[src/hdl/rnfp_pkg.sv]
// Package for the RTP NAL fragment packetiser: payload structs, state codes,
// controller/datapath command and status types, protocol constants.
// No dependencies.
package rnfp_pkg;

    // Limits of the packetiser.
    localparam int unsigned MAX_PAYLOAD_BYTES = 1400;
    localparam int unsigned MAX_NAL_BYTES     = 65535;

    // RTP / FU constants.
    localparam logic [10:0] RTP_HEADER_BYTES = 11'd12;
    localparam logic [7:0]  FU_TYPE_H264     = 8'd28;
    localparam logic [7:0]  FU_TYPE_H265     = 8'd49;
    localparam logic [7:0]  FU_START         = 8'h80;
    localparam logic [7:0]  FU_END           = 8'h40;
    localparam logic [7:0]  H264_NRI_MASK    = 8'hE0;
    localparam logic [7:0]  H264_TYPE_MASK   = 8'h1F;
    localparam logic [7:0]  H265_FZ_MASK     = 8'h81;
    localparam logic [7:0]  H265_TYPE_MASK   = 8'h7E;

    localparam logic [1:0]  PCOUNT_SINGLE = 2'd0;
    localparam logic [1:0]  PCOUNT_H264   = 2'd2;
    localparam logic [1:0]  PCOUNT_H265   = 2'd3;

    localparam logic [15:0] DATA_OFS_H264 = 16'd1;
    localparam logic [15:0] DATA_OFS_H265 = 16'd2;

    localparam logic CODEC_H264 = 1'b0;
    localparam logic CODEC_H265 = 1'b1;

    // Register decode: paddr[2] selects the register.
    localparam int unsigned PADDR_W      = 3;
    localparam logic        REG_CODEC    = 1'b0;
    localparam logic        REG_SSRC     = 1'b1;

    typedef struct packed {
        logic [15:0] nal_length;
        logic [7:0]  header_byte_0;
        logic [7:0]  header_byte_1;
        logic [31:0] rtp_time;
        logic        frame_end;
    } t_in_item;

    typedef struct packed {
        logic        marker;
        logic [15:0] sequence_number;
        logic [31:0] time_out;
        logic [1:0]  prefix_count;
        logic [7:0]  prefix_first;
        logic [7:0]  prefix_second;
        logic [7:0]  prefix_third;
        logic [15:0] payload_offset;
        logic [10:0] payload_length;
        logic [10:0] packet_length;
        logic        last_packet;
    } t_out_item;

    typedef enum logic [1:0] {
        ST_IDLE,
        ST_FIRST,
        ST_HOLD
    } t_state;

    typedef struct packed {
        logic load_item;
        logic load_pkt;
    } t_dp_cmd;

    typedef struct packed {
        logic zero_len;
        logic pkt_last;
    } t_dp_status;

endpackage

[src/hdl/rtp_nal_fragment_packetizer_core.sv]
// RTP NAL fragment packetiser top level: APB register file, controller and
// datapath. Depends on rnfp_pkg, rnfp_ctrl and rnfp_dp.
//
// Sequence: after the input transfer the controller builds the first packet
// descriptor into the output register in FIRST, and HOLD then presents it.
// Throughput: one descriptor per cycle while i_out_ready is high. Each item is
// taken in IDLE, its first descriptor is built in FIRST, then HOLD presents each
// descriptor in turn, building each further one on a transfer (47 packets max).
// A zero-length NAL passes through IDLE and FIRST and produces nothing.
// Reset (synchronous, active low): controller idle, sequence number 0,
// codec_mode H.264, stream_source_id 0.
module rtp_nal_fragment_packetizer_core
    import rnfp_pkg::*;
(
    input  logic               i_clk,
    input  logic               i_rst_n,
    // input item channel
    input  logic               i_in_valid,
    output logic               o_in_ready,
    input  t_in_item           i_in_data,
    // packet descriptor channel
    output logic               o_out_valid,
    input  logic               i_out_ready,
    output t_out_item          o_out_data,
    // APB-style register port
    input  logic               psel,
    input  logic               penable,
    input  logic               pwrite,
    input  logic [PADDR_W-1:0] paddr,
    input  logic [31:0]        pwdata,
    output logic [31:0]        prdata,
    output logic               pready
);

    logic        r_codec_mode;
    logic [31:0] r_ssrc;      // readable over the register port only
    logic        cfg_wr;

    t_dp_cmd     cmd;
    t_dp_status  status;

    // ---------------------------------------------------------------------
    // Register file. Writes complete in the access phase; no wait states.
    // ---------------------------------------------------------------------
    assign pready = 1'b1;
    assign cfg_wr = psel && penable && pwrite && pready;

    always_ff @(posedge i_clk) begin
        if (!i_rst_n) begin
            r_codec_mode <= CODEC_H264;
            r_ssrc       <= 32'd0;
        end else if (cfg_wr) begin
            case (paddr[2])
                REG_CODEC: r_codec_mode <= pwdata[0];
                REG_SSRC:  r_ssrc       <= pwdata;
                default:   r_ssrc       <= r_ssrc;
            endcase
        end
    end

    always_comb begin
        case (paddr[2])
            REG_CODEC: prdata = {31'd0, r_codec_mode};
            REG_SSRC:  prdata = r_ssrc;
            default:   prdata = 32'd0;
        endcase
    end

    // ---------------------------------------------------------------------
    // Controller: IDLE takes an item, FIRST builds the first descriptor,
    // HOLD presents descriptors and builds the next on each transfer.
    // ---------------------------------------------------------------------
    rnfp_ctrl u_ctrl (
        .i_clk       (i_clk),
        .i_rst_n     (i_rst_n),
        .i_in_valid  (i_in_valid),
        .i_out_ready (i_out_ready),
        .i_status    (status),
        .o_in_ready  (o_in_ready),
        .o_out_valid (o_out_valid),
        .o_cmd       (cmd)
    );

    // ---------------------------------------------------------------------
    // Datapath: offset walk, FU prefix build, sequence counter.
    // ---------------------------------------------------------------------
    rnfp_dp u_dp (
        .i_clk        (i_clk),
        .i_rst_n      (i_rst_n),
        .i_cmd        (cmd),
        .i_item       (i_in_data),
        .i_codec_mode (r_codec_mode),
        .o_status     (status),
        .o_pkt        (o_out_data)
    );

    // ---------------------------------------------------------------------
    // Checks
    // ---------------------------------------------------------------------
    // One item at a time: no descriptor pending while taking input.
    a_idle_no_out: assert property (@(posedge i_clk) disable iff (!i_rst_n)
        o_in_ready |-> !o_out_valid)
        else $error("input ready while a descriptor is pending");

    // Fragments follow back to back.
    a_next_frag: assert property (@(posedge i_clk) disable iff (!i_rst_n)
        (o_out_valid && i_out_ready && !o_out_data.last_packet) |=> o_out_valid)
        else $error("gap between fragments");

    // Sequence number steps by one between fragments of a NAL.
    a_seq_step: assert property (@(posedge i_clk) disable iff (!i_rst_n)
        (o_out_valid && i_out_ready && !o_out_data.last_packet) |=>
        (o_out_data.sequence_number == $past(o_out_data.sequence_number) + 16'd1))
        else $error("sequence number did not advance");

    // Last packet returns the block to idle.
    a_last_idle: assert property (@(posedge i_clk) disable iff (!i_rst_n)
        (o_out_valid && i_out_ready && o_out_data.last_packet) |=> o_in_ready)
        else $error("not idle after last packet");

endmodule

[src/hdl/rnfp_ctrl.sv]
// Packetiser controller: sequences item load, packet generation and output
// transfers. Depends on rnfp_pkg.
module rnfp_ctrl
    import rnfp_pkg::*;
(
    input  logic       i_clk,
    input  logic       i_rst_n,
    input  logic       i_in_valid,
    input  logic       i_out_ready,
    input  t_dp_status i_status,
    output logic       o_in_ready,
    output logic       o_out_valid,
    output t_dp_cmd    o_cmd
);

    t_state r_state;
    t_state n_state;

    always_ff @(posedge i_clk) begin
        if (!i_rst_n) begin
            r_state <= ST_IDLE;
        end else begin
            r_state <= n_state;
        end
    end

    // Next state
    always_comb begin
        n_state = r_state;
        case (r_state)
            ST_IDLE: begin
                if (i_in_valid) begin
                    n_state = ST_FIRST;
                end
            end
            ST_FIRST: begin
                // zero-length NAL produces nothing
                if (i_status.zero_len) begin
                    n_state = ST_IDLE;
                end else begin
                    n_state = ST_HOLD;
                end
            end
            ST_HOLD: begin
                if (i_out_ready && i_status.pkt_last) begin
                    n_state = ST_IDLE;
                end
            end
            default: n_state = ST_IDLE;
        endcase
    end

    // Outputs
    always_comb begin
        o_in_ready      = 1'b0;
        o_out_valid     = 1'b0;
        o_cmd.load_item = 1'b0;
        o_cmd.load_pkt  = 1'b0;
        case (r_state)
            ST_IDLE: begin
                o_in_ready      = 1'b1;
                o_cmd.load_item = i_in_valid;
            end
            ST_FIRST: begin
                o_cmd.load_pkt = !i_status.zero_len;
            end
            ST_HOLD: begin
                o_out_valid    = 1'b1;
                o_cmd.load_pkt = i_out_ready && !i_status.pkt_last;
            end
            default: begin
                o_in_ready = 1'b0;
            end
        endcase
    end

endmodule

[src/hdl/rnfp_dp.sv]
// Packetiser datapath: item registers, fragment offset, sequence counter and
// the registered packet descriptor. Depends on rnfp_pkg.
module rnfp_dp
    import rnfp_pkg::*;
(
    input  logic       i_clk,
    input  logic       i_rst_n,
    input  t_dp_cmd    i_cmd,
    input  t_in_item   i_item,
    input  logic       i_codec_mode,
    output t_dp_status o_status,
    output t_out_item  o_pkt
);

    localparam logic [15:0] MaxNal = 16'(MAX_NAL_BYTES);
    localparam logic [15:0] MaxPay = 16'(MAX_PAYLOAD_BYTES);

    logic [15:0] r_nal_len;
    logic [7:0]  r_h0;
    logic [7:0]  r_h1;
    logic [31:0] r_time;
    logic        r_fend;
    logic        r_mode;
    logic        r_frag;
    logic        r_first;
    logic [15:0] r_off;
    logic [15:0] r_seq;
    t_out_item   r_out;

    logic [15:0] sat_len;
    logic        sat_frag;
    logic [15:0] rem;
    logic        last;
    logic [10:0] flen;
    logic [7:0]  fuh;
    t_out_item   n_out;

    assign sat_len  = (i_item.nal_length > MaxNal) ? MaxNal : i_item.nal_length;
    assign sat_frag = sat_len > MaxPay;

    // Remaining bytes from the current offset
    assign rem  = r_nal_len - r_off;
    assign last = rem <= MaxPay;
    assign flen = last ? rem[10:0] : MaxPay[10:0];

    always_comb begin
        if (r_mode == CODEC_H265) begin
            fuh = ((r_h0 & H265_TYPE_MASK) >> 1);
        end else begin
            fuh = r_h0 & H264_TYPE_MASK;
        end
        if (r_first) begin
            fuh = fuh | FU_START;
        end
        if (last) begin
            fuh = fuh | FU_END;
        end
    end

    always_comb begin
        n_out.marker          = last & r_fend;
        n_out.sequence_number = r_seq;
        n_out.time_out        = r_time;
        n_out.payload_offset  = r_off;
        n_out.payload_length  = flen;
        n_out.last_packet     = last;
        if (!r_frag) begin
            n_out.prefix_count  = PCOUNT_SINGLE;
            n_out.prefix_first  = 8'd0;
            n_out.prefix_second = 8'd0;
            n_out.prefix_third  = 8'd0;
        end else if (r_mode == CODEC_H265) begin
            n_out.prefix_count  = PCOUNT_H265;
            n_out.prefix_first  = (r_h0 & H265_FZ_MASK) | (FU_TYPE_H265 << 1);
            n_out.prefix_second = r_h1;
            n_out.prefix_third  = fuh;
        end else begin
            n_out.prefix_count  = PCOUNT_H264;
            n_out.prefix_first  = (r_h0 & H264_NRI_MASK) | FU_TYPE_H264;
            n_out.prefix_second = fuh;
            n_out.prefix_third  = 8'd0;
        end
        n_out.packet_length = RTP_HEADER_BYTES + {9'd0, n_out.prefix_count} + flen;
    end

    // Item and payload registers
    always_ff @(posedge i_clk) begin
        if (i_cmd.load_item) begin
            r_nal_len <= sat_len;
            r_h0      <= i_item.header_byte_0;
            r_h1      <= i_item.header_byte_1;
            r_time    <= i_item.rtp_time;
            r_fend    <= i_item.frame_end;
            r_mode    <= i_codec_mode;
            r_frag    <= sat_frag;
            r_first   <= 1'b1;
            if (!sat_frag) begin
                r_off <= 16'd0;
            end else if (i_codec_mode == CODEC_H265) begin
                r_off <= DATA_OFS_H265;
            end else begin
                r_off <= DATA_OFS_H264;
            end
        end else if (i_cmd.load_pkt) begin
            r_off   <= r_off + {5'd0, flen};
            r_first <= 1'b0;
        end
        if (i_cmd.load_pkt) begin
            r_out <= n_out;
        end
    end

    // Sequence counter wraps at 16 bits
    always_ff @(posedge i_clk) begin
        if (!i_rst_n) begin
            r_seq <= 16'd0;
        end else if (i_cmd.load_pkt) begin
            r_seq <= r_seq + 16'd1;
        end
    end

    assign o_status.zero_len = r_nal_len == 16'd0;
    assign o_status.pkt_last = r_out.last_packet;
    assign o_pkt             = r_out;

endmodule
[config.mk]
export PLATFORM = sky130hd
export DESIGN_NAME = rtp_nal_fragment_packetizer_core
export DESIGN_NICKNAME = d
export VERILOG_FILES = /design/src/hdl/rnfp_pkg.sv /design/src/hdl/rtp_nal_fragment_packetizer_core.sv /design/src/hdl/rnfp_ctrl.sv /design/src/hdl/rnfp_dp.sv
export SDC_FILE = /design/constraint.sdc
export NUM_CORES = 1
export LEC_CHECK = 0
export BUFFER_PORTS_ARGS = -buffer_cell sky130_fd_sc_hd__buf_4
export CAP_MARGIN = 5
export CORE_MARGIN = 8
export CORE_UTILIZATION = 35
export DETAILED_ROUTE_END_ITERATION = 16
export HOLD_SLACK_MARGIN = 0.05
export SLEW_MARGIN = 5
export SYNTH_ARGS = -nofsm -noshare
export SYNTH_HDL_FRONTEND = slang
export SYNTH_SLANG_ARGS = --single-unit
[constraint.sdc]
create_clock -name i_clk -period 6.5 [get_ports i_clk]
set_input_delay 0 -clock i_clk [delete_from_list [all_inputs] [get_ports i_clk]]
set_output_delay 0 -clock i_clk [all_outputs]
set_load 0.01 [all_outputs]
# Word level (Yosys, flattened, before mapping)
# Cells that the tools add are included.
# Widths: inputs -> output; s select.
# word_totals
output_inout_bits	149
wordCells	72
register_bits	249
# op_classes
bitwise_logic	2
n_reduce_logical	13
n_addsub	5
n_mux	20
order_cmp	3
eq_ne	4
# op_table
operator	n
$mux 16	4
$pmux 32 s2	1
$mux 26	1
$mux 25	1
$add 16x1->16 const B	1
$add 16x11->16	1
$gt 16x11->1 const B	1
$gt 16x16->1 const B	1
$le 16x11->1 const B	1
$logic_not 16->1	1
$sub 16x16->16	1
$add 11x11->11	1
$mux 11	1
$mux 2	4
$mux 8	1
$reduce_and 2->1	4
$mux 7	1
$mux 6	1
$pmux 2 s3	1
$add 4x2->5 const A	1
$logic_and 1x1->1	4
$mux 1	3
$eq 2x1->1 const B	1
$eq 2x2->1 const B	1
other kinds (8)	9

# Longest topological paths before layout
# logic_depth
depth_word	7
mapped_depth	26

# Hierarchy
# From an unflattened synthesis, not the netlist that was laid out.
# hier_totals
cells_unflattened	816
hier_area_um2	10651.5
# by_module_without_submodules
module	cells_each	instances	seq_area_each_um2	area_per_inst_um2
rnfp_dp	614	1	6195.9	8876.0
rtp_nal_fragment_packetizer_core	181	1	660.6	1584.0
rnfp_ctrl	21	1	40.0	191.4

# Least setup slack after synthesis
# OpenSTA, ideal clock, no wires.
# synth_timing
path_type	reg-to-reg
start	reg u_dp.r_nal_len[0]
end	reg u_dp.r_off[7] (data pin)
path_slack_ps	1583
path_buffers	1
period_less_slack_ps	4917
required_ps	6131
t_arrival_ps	4549
path_stages_with_launch	25
setup_ps	369
cell_sequence	edfxtp_1 -> inv_1 -> ha_1 -> inv_1 -> fa_1 -> a21o_1 -> a221oi_2 -> xnor2_1 -> nand4_1 -> a311o_1 -> a31o_2 -> nand2_8 -> inv_2 -> buf_6 -> nand2_1 -> inv_1 -> ha_1 -> a21o_1 -> a21o_1 -> a21oi_1 -> o21ai_0 -> or3_1 -> a211o_1 -> a21oi_1 -> nor3_1
# synth_between
elab_chain_cells	6
# synth_rtl
item	line	rtl
from (decl)	rnfp_dp.sv:18	logic [15:0] r_nal_len;
from (signal assigned)	rnfp_dp.sv:89	r_nal_len <= sat_len;
$sub 16x16->16 *	rnfp_dp.sv:42	assign rem = r_nal_len - r_off;
$le 16x11->1	rnfp_dp.sv:43	assign last = rem <= MaxPay;
$mux 11 *	rnfp_dp.sv:44	assign flen = last ? rem[10:0] : MaxPay[10:0];
net u_dp.flen[1]	rnfp_dp.sv:34	logic [10:0] flen;
$add 16x11->16 *	rnfp_dp.sv:105	r_off <= r_off + {5'd0, flen};
$mux 16 *	rnfp_dp.sv:104	end else if (i_cmd.load_pkt) begin
$mux 16 *	rnfp_dp.sv:88	if (i_cmd.load_item) begin
to (signal assigned)	rnfp_dp.sv:105	
to (decl)	rnfp_dp.sv:26	logic [15:0] r_off;
# Mark *: on every way through the listed nets, which the timed path passes. The rest lies on a longest branch. The select of a mux whose other input is x is not followed.
# A chain may end at the register's enable or synchronous reset.

# Worst setup path after layout
# layout_timing
start	reg u_dp.r_nal_len[0]
end	reg u_dp.r_off[15] (data pin)
# Same word-level chain as after synthesis.

==> impl_metrics.yaml <==
cts:
  root_buffer: "clkbuf_16"
  cts_tree: "done"
  htreeDepth: 1
  clk_latency_ns: 0.54
  cts.sinks: 247
  path_clk_slew_ns: 0.06
  cts.path.max_buffers: 3
  post_cts_buffers: 0
  cts_buffers: 28
placed_design:
  gp_congestion: 0.851
  dp_cells: 1472
  numPortBuffers: 252
  placed_area_mm2: 0.0129
  dpl.hpwl_mm: 19.5
  pre_cts_ws_ns: 0.886
logic_synthesis:
  syn-num-nets: 992
  synth_cell_types: 64
  async_flop_share_pct: 0
  yosysSeqAreaShare_pct: 64.8
  ys_ff_latch: 247
  synth_area_mm2: 0.0106
  yosysWarningCount: 0
  synthFlopType: "edfxtp_1"
  yosysTopAreaCellShare_pct: 55.0
  syn_inst: 852
  yosysTopAreaCell: "edfxtp_1"
  synth_edf_count: 195
  avgSynthCellArea_um2: 12.5
  synth_area_leaders: "edfxtp_1 (55%), dfxtp_1 (9.8%), nand2_1 (3.8%), ha_1 (3.5%), and2_1 (3.1%)"
timing:
  max_freq_ghz: 0.178
  finalWorstSetupSlack_ns: 0.881
  period_minus_slack_ns: 5.62
  worst_slew_pin_slew_ns: 0.860
  slew_viol_final: 0
  rsz0062_at_grt: "false"
  setup_viol: 0
  relSlewSlack_pct: 42.7
  fin_setup_tns_ns: 0
  finClkSkew_ns: 0.00942
  hold_viol: 0
  fin_crit_sh_pct: 86.4
flow_run:
  drv_cap: 0
power_and_ir_drop:
  seq_power_share_pct: 41.9
  pwr_density_cell_mw_per_mm2: 307
  p_comb_share_pct: 26.2
  ir_worst_vdd_mv: 0.187
  switchingPower_mw: 1.43
  switching_share_pct: 30.6
  power.share.clock_pct: 31.9
  p_leak_nw: 6.00
  p_int_mw: 3.24
global_routing:
  grt_pass1_vias: 8132
  track_usage_pct: 15.4
  grt-ovfl-total: 0
  antenna_found_initial: 0
  grt_first_pass_wirelength_mm: 45.1
  grt_max_degree: 69
worst_setup_path:
  r2r-start: "u_dp.r_nal_len[0]"
  critPathLaunchType: "flip-flop"
  startpoint: "u_dp.r_nal_len[0]"
  crit_arrival_ns: 5.89
  cp_data_required_time_ns: 6.77
  crit_fanout: 12
  critical_path_class: "reg -> reg"
  setup.worst_path.end_class: "flip-flop"
detailed_routing:
  avgRoutedWirePerCell_um: 17.2
  via_count: 7928
  initialDrtViolationCount: 362
  viasPerCell: 4.77
  drc: 0
  drtAntennaViolNets: 0
  routed_wl_mm: 28.6
  drtPass1Iterations: 5
final_layout:
  final_layout_size_suffix_gt1_share_pct: 24.8
  postLayoutCellArea_mm2: 0.0152
  antenna_cells: 0
  final_util_pct: 50.1
  instances_no_fill: 1662
  fin_nets: 1384
  syn_to_final_growth_pct: 42.5
run_status:
  status: "finished, final reports clean"
hold_path:
  min_from: "penable"
  hp-class: "in -> reg"
die:
  die_h_um: 190
  die_w_um: 190
  ios: 256
  num_rows: 64
  start_util_pct: 35.1
  coreArea_mm2: 0.0303
  dieArea_mm2: 0.0362
-- cell type report --
type,instances,area (um^2)
clock buffers,38,758
clock inverters,14,113
fillers,2653,15100
inverters,39,150
multi-input cells,532,3430
flip-flops and latches,247,6900
well taps,396,495
repair buffers,396,3320
-- cell usage in the layout (no fill, tap or decap), drive strengths merged, types with 4 or more instances in the layout --
cell | netlist | routed
buf | 11 | 258
edfxtp | 195 | 195
dlygate4sd3 | 0 | 138
nand2 | 110 | 110
and2 | 52 | 52
dfxtp | 52 | 52
nor2 | 40 | 40
a21boi | 39 | 39
inv | 39 | 39
clkbuf | 23 | 38
ha | 30 | 30
a21oi | 30 | 30
o21ai | 25 | 25
and3 | 24 | 24
xnor2 | 22 | 22
nand3 | 19 | 19
nand4 | 12 | 12
a21o | 11 | 11
nor3 | 10 | 10
nor4 | 10 | 10
mux2i | 10 | 10
clkinv | 0 | 10
xor2 | 9 | 9
nand2b | 9 | 9
or3 | 8 | 8
o21a | 7 | 7
o211ai | 6 | 6
a31oi | 5 | 5
nor2b | 4 | 4
-- worst max-delay path, cell delays in order (launching register included) --
cell and delay (ns):
edfxtp_1 0.47, inv_1 0.09, ha_1 0.18, inv_1 0.06, fa_1 0.42, a21o_1 0.20, a221oi_2 0.35, xnor2_1 0.24
nand4_1 0.21, a311o_1 0.34, a31o_2 0.33, nand2_8 0.12, inv_2 0.13, nand2_1 0.20, inv_1 0.11, ha_1 0.28
nand3_1 0.10, nor3_1 0.31, o21a_1 0.21, a211o_1 0.10, o211ai_1 0.12, a22o_1 0.28, o311ai_0 0.36, o41ai_1 0.14
-- metal layers --
metal,global-route usage [%],part of all wire [%],vias up
met1,20.0,43,3735
met4,3.76,1.9,0
li1,-,-,3883
met3,4.55,9.1,41
met2,24.8,46,269
met5,0,0,-
-- cell families after synthesis --
kind of cell	share of synthesized area, %
other cells	0.0352
mux	1.05
buf+inv	2.96
compound gates	10.2
xor+xnor	2.55
simple gates	14.2
fa+ha+maj	4.20
flops	64.8
-- worst paths after layout --
kind | end | slack (ns) | cells after the start
worst max register to register | u_dp.r_off[15] | 0.88 | 23
worst min-delay path | r_ssrc[3] | 0.11 | 5
worst min register to register | u_dp.o_pkt[81] | 0.42 | 0
worst max-delay path | u_dp.r_off[15] | 0.88 | 23
-- Yosys cell counts (19+ instances only) --
cell type / count
ha_1: 30
inv_1: 37
nor2_1: 40
edfxtp_1: 195
o21ai_0: 23
a21oi_1: 29
nand3_1: 19
and3_1: 23
a21boi_0: 37
and2_1: 52
clkbuf_1: 23
dfxtp_1: 52
nand2_1: 107
xnor2_1: 22
-- sequential cells by signal, summed over array words and instances, names as in the netlist, named ones only --
| name | count |
|---|---|
| u_dp.r_frag | 1 |
| r_codec_mode | 1 |
| u_dp.r_off | 15 |
| u_dp.r_h1 | 8 |
| u_dp.r_time | 32 |
| u_dp.r_h0 | 8 |
| u_ctrl.r_state | 2 |
| u_dp.r_fend | 1 |
| u_dp.o_pkt | 112 |
| u_dp.r_mode | 1 |
| r_ssrc | 32 |
| u_dp.r_nal_len | 16 |
| u_dp.r_first | 1 |
| u_dp.r_seq | 16 |
-- metrics by stage --
step / power [mW] / hold slack [ns]
floorplan: 2.80 / 0.0989
global placement: 3.12 / 0.178
detailed placement: 3.14 / 0.179
CTS: 4.71 / 0.0803
global route: 4.92 / 0.134
finish: 4.66 / 0.107
-- repair_timing --
action,4_1_cts,5_1_grt
hold buffers,138,0
resized for setup,0,0
endpoints found under the hold margin,120,0
-- power by group through the flow --
stage	Clock (mW)	Combinational [mW]	Sequential [mW]
2_1_floorplan	0	0.831	1.97
3_3_place_gp	0	1.14	1.98
3_5_place_dp	0	1.15	1.99
4_1_cts	1.53	1.22	1.95
5_1_grt	1.60	1.36	1.97
6_report	1.49	1.22	1.95
Power figures use the tool's default switching activity.
